### src/hdl/rsgc_pkg.sv
// Shared types, constants and index helpers of the readout sequence gap checker.
package rsgc_pkg;

  localparam int NUM_DTC   = 16;
  localparam int NUM_ROC   = 8;
  localparam int TAG_WIDTH = 48;

  localparam int LINKS   = NUM_DTC * NUM_ROC;
  localparam int DTC_AW  = (NUM_DTC > 1) ? $clog2(NUM_DTC) : 1;
  localparam int LINK_AW = (LINKS > 1) ? $clog2(LINKS) : 1;

  localparam int VALUE_W = 48;
  localparam int WORD_W  = 32;
  localparam int MARK_W  = 12;

  localparam logic [MARK_W-1:0] BEGIN_OK = 12'hAAA;

  typedef enum logic [1:0] {
    KIND_DTC_HDR  = 2'd0,
    KIND_ROC_HDR  = 2'd1,
    KIND_COUNTER  = 2'd2,
    KIND_TEST_HIT = 2'd3
  } kind_e;

  typedef enum logic [2:0] {
    ST_OK           = 3'd0,
    ST_DTC_GAP      = 3'd1,
    ST_ROC_GAP      = 3'd2,
    ST_BOUNDARY_GAP = 3'd3,
    ST_INTERNAL_GAP = 3'd4,
    ST_BAD_BEGIN    = 3'd5,
    ST_BAD_LAST     = 3'd6,
    ST_BAD_BOTH     = 3'd7
  } status_e;

  typedef struct packed {
    kind_e               kind;
    logic [3:0]          dtc_id;
    logic [2:0]          roc_id;
    logic [VALUE_W-1:0]  value;
    logic                first_in_block;
    logic                last_in_block;
    logic [MARK_W-1:0]   begin_marker;
    logic [MARK_W-1:0]   sample_marker;
  } item_t;

  typedef struct packed {
    status_e             status;
    logic [VALUE_W-1:0]  expected;
    logic                compared;
  } result_t;

  // Table writes and register updates that one item causes.
  typedef struct packed {
    logic                 dtc_we;
    logic                 roc_we;
    logic                 cnt_we;
    logic [TAG_WIDTH-1:0] tag;
    logic [WORD_W-1:0]    word;
    logic                 word_upd;
    logic                 gap_seen_d;
  } upd_t;

  function automatic logic dtc_in_range(logic [3:0] dtc_id);
    return 9'(dtc_id) < 9'(NUM_DTC);
  endfunction

  function automatic logic link_in_range(logic [3:0] dtc_id, logic [2:0] roc_id);
    return dtc_in_range(dtc_id) && (7'(roc_id) < 7'(NUM_ROC));
  endfunction

  function automatic logic [DTC_AW-1:0] dtc_index(logic [3:0] dtc_id);
    logic [7:0] full;
    full = 8'(dtc_id);
    return full[DTC_AW-1:0];
  endfunction

  function automatic logic [LINK_AW-1:0] link_index(logic [3:0] dtc_id, logic [2:0] roc_id);
    logic [15:0] full;
    full = 16'(dtc_id) * 16'(NUM_ROC) + 16'(roc_id);
    return full[LINK_AW-1:0];
  endfunction

  function automatic logic [TAG_WIDTH-1:0] to_tag(logic [VALUE_W-1:0] value);
    logic [63:0] wide;
    wide = 64'(value);
    return wide[TAG_WIDTH-1:0];
  endfunction

  function automatic logic [VALUE_W-1:0] tag_to_out(logic [TAG_WIDTH-1:0] tag);
    logic [63:0] wide;
    wide = 64'(tag);
    return wide[VALUE_W-1:0];
  endfunction

endpackage

### src/hdl/rsgc_eval.sv
// Check logic: compares one item with its stored predecessors and forms the updates.
module rsgc_eval import rsgc_pkg::*; (
  input  item_t                item_i,
  input  logic                 win_chk_en_i,
  input  logic [TAG_WIDTH-1:0] dtc_tag_i,
  input  logic                 dtc_seen_i,
  input  logic [TAG_WIDTH-1:0] roc_tag_i,
  input  logic                 roc_seen_i,
  input  logic [WORD_W-1:0]    cnt_word_i,
  input  logic                 cnt_seen_i,
  input  logic [WORD_W-1:0]    prev_word_i,
  input  logic                 gap_seen_i,
  output result_t              result_o,
  output upd_t                 upd_o
);

  logic                 dtc_ok;
  logic                 link_ok;
  logic [TAG_WIDTH-1:0] tag;
  logic [TAG_WIDTH-1:0] tag_exp;
  logic [WORD_W-1:0]    word;
  logic [WORD_W-1:0]    bnd_exp;
  logic [WORD_W-1:0]    int_exp;
  logic                 bad_begin;
  logic                 bad_last;

  assign dtc_ok    = dtc_in_range(item_i.dtc_id);
  assign link_ok   = link_in_range(item_i.dtc_id, item_i.roc_id);
  assign tag       = to_tag(item_i.value);
  assign tag_exp   = ((item_i.kind == KIND_DTC_HDR) ? dtc_tag_i : roc_tag_i) + 1'b1;
  assign word      = item_i.value[WORD_W-1:0];
  assign bnd_exp   = cnt_word_i + 1'b1;
  assign int_exp   = prev_word_i + 1'b1;
  assign bad_begin = item_i.begin_marker != BEGIN_OK;
  assign bad_last  = item_i.sample_marker == '0;

  always_comb begin
    result_o          = '{status: ST_OK, expected: '0, compared: 1'b0};
    upd_o             = '0;
    upd_o.tag         = tag;
    upd_o.word        = word;
    upd_o.gap_seen_d  = gap_seen_i;
    case (item_i.kind)
      KIND_DTC_HDR: begin
        if (win_chk_en_i && dtc_ok) begin
          upd_o.dtc_we = 1'b1;
          if (dtc_seen_i) begin
            result_o.expected = tag_to_out(tag_exp);
            result_o.compared = 1'b1;
            if (tag != tag_exp) begin
              result_o.status = ST_DTC_GAP;
            end
          end
        end
      end
      KIND_ROC_HDR: begin
        if (win_chk_en_i && link_ok) begin
          upd_o.roc_we = 1'b1;
          if (roc_seen_i) begin
            result_o.expected = tag_to_out(tag_exp);
            result_o.compared = 1'b1;
            if (tag != tag_exp) begin
              result_o.status = ST_ROC_GAP;
            end
          end
        end
      end
      KIND_COUNTER: begin
        upd_o.word_upd = 1'b1;
        upd_o.cnt_we   = item_i.last_in_block && win_chk_en_i && link_ok;
        if (item_i.first_in_block) begin
          upd_o.gap_seen_d = 1'b0;
          if (win_chk_en_i && link_ok && cnt_seen_i) begin
            result_o.expected = VALUE_W'(bnd_exp);
            result_o.compared = 1'b1;
            if (word != bnd_exp) begin
              result_o.status = ST_BOUNDARY_GAP;
            end
          end
        end else begin
          result_o.expected = VALUE_W'(int_exp);
          result_o.compared = 1'b1;
          // Only the first break inside a block is flagged.
          if (word != int_exp && !gap_seen_i) begin
            result_o.status  = ST_INTERNAL_GAP;
            upd_o.gap_seen_d = 1'b1;
          end
        end
      end
      default: begin
        if (bad_begin && bad_last) begin
          result_o.status = ST_BAD_BOTH;
        end else if (bad_begin) begin
          result_o.status = ST_BAD_BEGIN;
        end else if (bad_last) begin
          result_o.status = ST_BAD_LAST;
        end
      end
    endcase
  end

endmodule

### config.mk
export PLATFORM = sky130hd
export DESIGN_NAME = rsgc_eval
export DESIGN_NICKNAME = d
export VERILOG_FILES = /design/src/hdl/rsgc_pkg.sv /design/src/hdl/rsgc_eval.sv
export SDC_FILE = /design/constraint.sdc
export NUM_CORES = 1
export LEC_CHECK = 0
export BUFFER_PORTS_ARGS = -buffer_cell sky130_fd_sc_hd__buf_2
export CAP_MARGIN = 30
export CORE_ASPECT_RATIO = 1.75
export CORE_MARGIN = 1
export CORE_UTILIZATION = 30
export DETAILED_ROUTE_END_ITERATION = 12
export PLACE_DENSITY = 0.67
export SYNTH_ARGS = -nofsm -noshare
export SYNTH_HDL_FRONTEND = slang
export SYNTH_SLANG_ARGS = --single-unit
### constraint.sdc
create_clock -name vclk -period 7.4
set_clock_uncertainty 0.05 [all_clocks]
set_input_delay 0.74 -clock vclk [all_inputs]
set_output_delay 0.74 -clock vclk [all_outputs]
set_load 0.05 [all_outputs]
* Word-level counts from Yosys, hierarchy flattened *
Index checks and enable logic that the tools add are counted.

word-level totals
  memory bits (read-only) = 0
  register bits after elaboration = 0
  bits in writable memories = 0
  input bits = 248
  bits in latches = 0
  memories = 0
  output and inout port bits = 137
  logic and storage cells = 39

cells by class
  multiply operators = 0
  bitwise gates (word level) = 0
  div/mod/pow operators = 0
  shifts and indexed selects = 0
  equal/unequal tests = 6
  magnitude comparators = 0
  add/subtract/negate cells = 3
  reductions and logical operators = 7
  muxes and demuxes = 23

operators by type and width
  operator                                              count
  2-to-1 mux 52 bit                                     5
  one-hot mux 49 bit (3 select lines)                   1
  adder 32 x 1 -> 32 bit (second input constant)        2
  != test 32 bit                                        2
  2-to-1 mux 51 bit                                     1
  adder 48 x 1 -> 48 bit (second input constant)        1
  2-to-1 mux 48 bit                                     1
  != test 48 bit                                        1
  zero test 12 bit                                      1
  2-to-1 mux 3 bit                                      4
  != test 12 bit (second input constant)                1
  one-hot mux 3 bit (3 select lines)                    1
  2-to-1 mux 1 bit                                      7
  2-to-1 mux 2 bit                                      3
  logical AND 1 bit                                     4
  equality test 2 x 1 -> 1 bit (second input constant)  1
  equality test 2 bit (second input constant)           1
  zero test 2 bit                                       1
  zero test 1 bit                                       1

* Depth between registers and ports, before layout *
  depth after elaboration = 8
  mapped depth = 20

* Worst setup path before layout *
OpenSTA, ideal clock, no wires.

  kind = input port to output port
  start point = in item_i[82] in the netlist's numbering
  end point = out result_o[50] in the netlist's numbering
  arrival = 5023 ps
  data required time = 6610 ps
  stages on the path = 20
  setup slack = 1587 ps
  cell sequence = or2_1 buf_2 buf_2 buf_2 buf_2 buf_2 nand2_1 nand2_1 ha_1 nand2_1 o21ai_1 and3_1 clkbuf_1 nand4_2 nor3b_2 o32ai_1 or4_1 nor4_1 nand4_1 a311o_1

RTL lines
  element      line             text
  from (decl)  rsgc_eval.sv:3   input item_t item_i,
  to (decl)    rsgc_eval.sv:13  output result_t result_o,

==> results.json <==
{
  "outcome": "complete, no violations",
  "synth_compound_area_frac": 0.2185,
  "avgSynthCellArea_um2": 6.983,
  "timing.final.crit_share": 0.8533,
  "synth_xor_area_frac": 0.2658,
  "cts-resized-gates": 0,
  "yosys_warnings": 0,
  "synth.area.top_cells": "xnor2_1, xor2_1, buf_4",
  "ir_drop_mv": 0.05072,
  "grt_pass1_vias": 8652,
  "finalSetupViolations": 0,
  "worstPathArrival_ns": 5.52,
  "syn-cell-area_um2": 7123,
  "hold_path.class": "in2out",
  "dp_hpwl_um": 31310,
  "worstPathRequired_ns": 6.61,
  "drtIter0Drc": 526,
  "die_w_um": 118.5,
  "p_leak_uw": 0.003870,
  "num_vias": 8932,
  "pin_count": 385,
  "max_freq_mhz": 158.4,
  "whs_ns": 1.738,
  "total_power_uw": 631.5,
  "synth_nets": 1271,
  "worst_slew_pin_slew_ns": 0.9646,
  "preCtsSetupSlack_ns": 0.9085,
  "detail-route-antenna-nets": 0,
  "critPathCaptureType": "primary output",
  "drive_gt1_frac": 0.3250,
  "hold_viol": 0,
  "first_pass_iters": 5,
  "postCtsSetupBuffers": 0,
  "rsz0062_at_grt": "no",
  "setup_tns_ns": 0,
  "relSlewSlack": 0.3403,
  "path_max_fanout": 34,
  "crit_type": "in2out",
  "synth_fa_ha_area_frac": 0.005270,
  "synth_top_area_cell": "xnor2_1",
  "synth_top_family_by_area": "simple AND/OR/NAND/NOR gates",
  "netlist_instances": 1020,
  "drv_slew": 0,
  "wire_per_inst_um": 23.04,
  "setup_ws_ns": 1.085,
  "seq_area_um2": 0,
  "synthSimpleGateAreaFrac": 0.3167,
  "routed_wl_um": 36560,
  "antenna_found_initial": 3,
  "drc_errors": 0,
  "maxCapViolCount": 0,
  "num_rows": 74,
  "synth.distinct_cells": 79,
  "nClkBuffers": 0,
  "fin_nets": 1533,
  "io_buffers": 378,
  "core_region_area_um2": 23330,
  "synth_mux_area_frac": 0.06534,
  "ctsHoldBuffers": 0,
  "grt_max_degree": 65,
  "grt_pass1_wl_um": 52100,
  "vias_per_cell": 5.628,
  "initial_core_util": 0.3053,
  "dieArea_um2": 24390,
  "overflow": 0,
  "seq_cells": 0,
  "yosysTopAreaCellShare": 0.1426,
  "post_dp_cell_area_um2": 8658,
  "p_per_area_nw_per_um2": 72.87,
  "die_y_um": 205.8,
  "gp_congestion": 0.9393,
  "cp-start-kind": "input pin",
  "seq_area_frac_synth": 0,
  "period_needed_ns": 6.315,
  "finish.instance_area_um2": 8666,
  "area_growth_pct": 21.66,
  "grt.total_usage": 0.2832
}
final cells by class:
type | count | area, um^2
diodes | 3 | 7.507
inverters | 13 | 48.80
well taps | 304 | 380.4
repair buffers | 394 | 2009
multi-input cells | 873 | 6220
fillers | 2667 | 14670
cells in the final DEF, fill, tap and decap left out, drive strengths merged, types with 4 or more instances in the layout:
master,count
buf,394
xnor2,116
nand2,104
xor2,87
o21ai,55
nor2,52
mux2i,42
nand3,38
nand4,34
o211ai,33
o22ai,27
and3,25
a21oi,24
nor4,24
nand4bb,23
a22oi,17
and2,16
nor3,15
and4,13
inv,13
or3b,8
a222oi,7
nand2b,6
a31oi,6
o311ai,6
or4,5
a211o,5
o32ai,5
nor3b,5
nor2b,4
a22o,4
mux2,4
a2111oi,4
a211oi,4
metrics by stage:
step | instances | utilization
after floorplan | 1020 | -
after global placement | 1583 | 0.3709
after detailed placement | 1584 | 0.3711
after CTS | 1584 | 0.3711
after global routing | 1587 | 0.3714
final | 1587 | 0.3714
critical path, cell delays in order:
cell and delay, ns:
buf_2 0.27, nor2_1 0.42, buf_4 0.19, nand2_1 0.05, nand2_1 0.06, ha_1 0.25
nand2_1 0.08, o21ai_1 0.35, nand3_1 0.41, a2111oi_0 0.95, o32ai_1 0.17, a21oi_1 0.21
nand4_1 0.11, nor4_1 0.35, nand4_1 0.26, a311o_1 0.41, buf_2 0.21
power breakdown:
part           internal [uW]  leakage (uW)  switching [uW]
registers                  0             0               0
clock network      0.0000545  0.0000000190               0
logic                    205       0.00387             427
routing by layer:
layer,up-vias,share of wire,global-route usage
met5,-,0,0
met4,0,0.049,0.1320
met3,76,0.046,0.01552
met2,395,0.51,0.5248
met1,4218,0.39,0.3310
li1,4243,-,-
synthesized netlist by cell type, types with 15 or more instances:
cell type and number:
mux2i_1 42, and2_1 16, nand2_1 104, and3_1 25, nand4_1 32, nor4_1 21, nor2_1 51, buf_4 83
xnor2_1 116, nor3_1 15, o21ai_0 52, xor2_1 87, clkbuf_1 28, nand3_1 38, o22ai_1 27, nand4bb_1 23
a21oi_1 24, a22oi_1 16, buf_2 17, o211ai_1 32
kinds of logic after synthesis:
family,count (synthesis)
buf+inv,147
compound gates,225
xor+xnor,208
mux,46
fa+ha+maj,3
simple gates,391
worst paths after layout:
check / start / end / slack [ns] / cells after the start
worst max-delay path: item_i[82] / result_o[50] / 1.09 / 17
worst min-delay path: item_i[62] / upd_o[70] / 1.74 / 2
No activity file was read; power rests on OpenSTA's default activity.
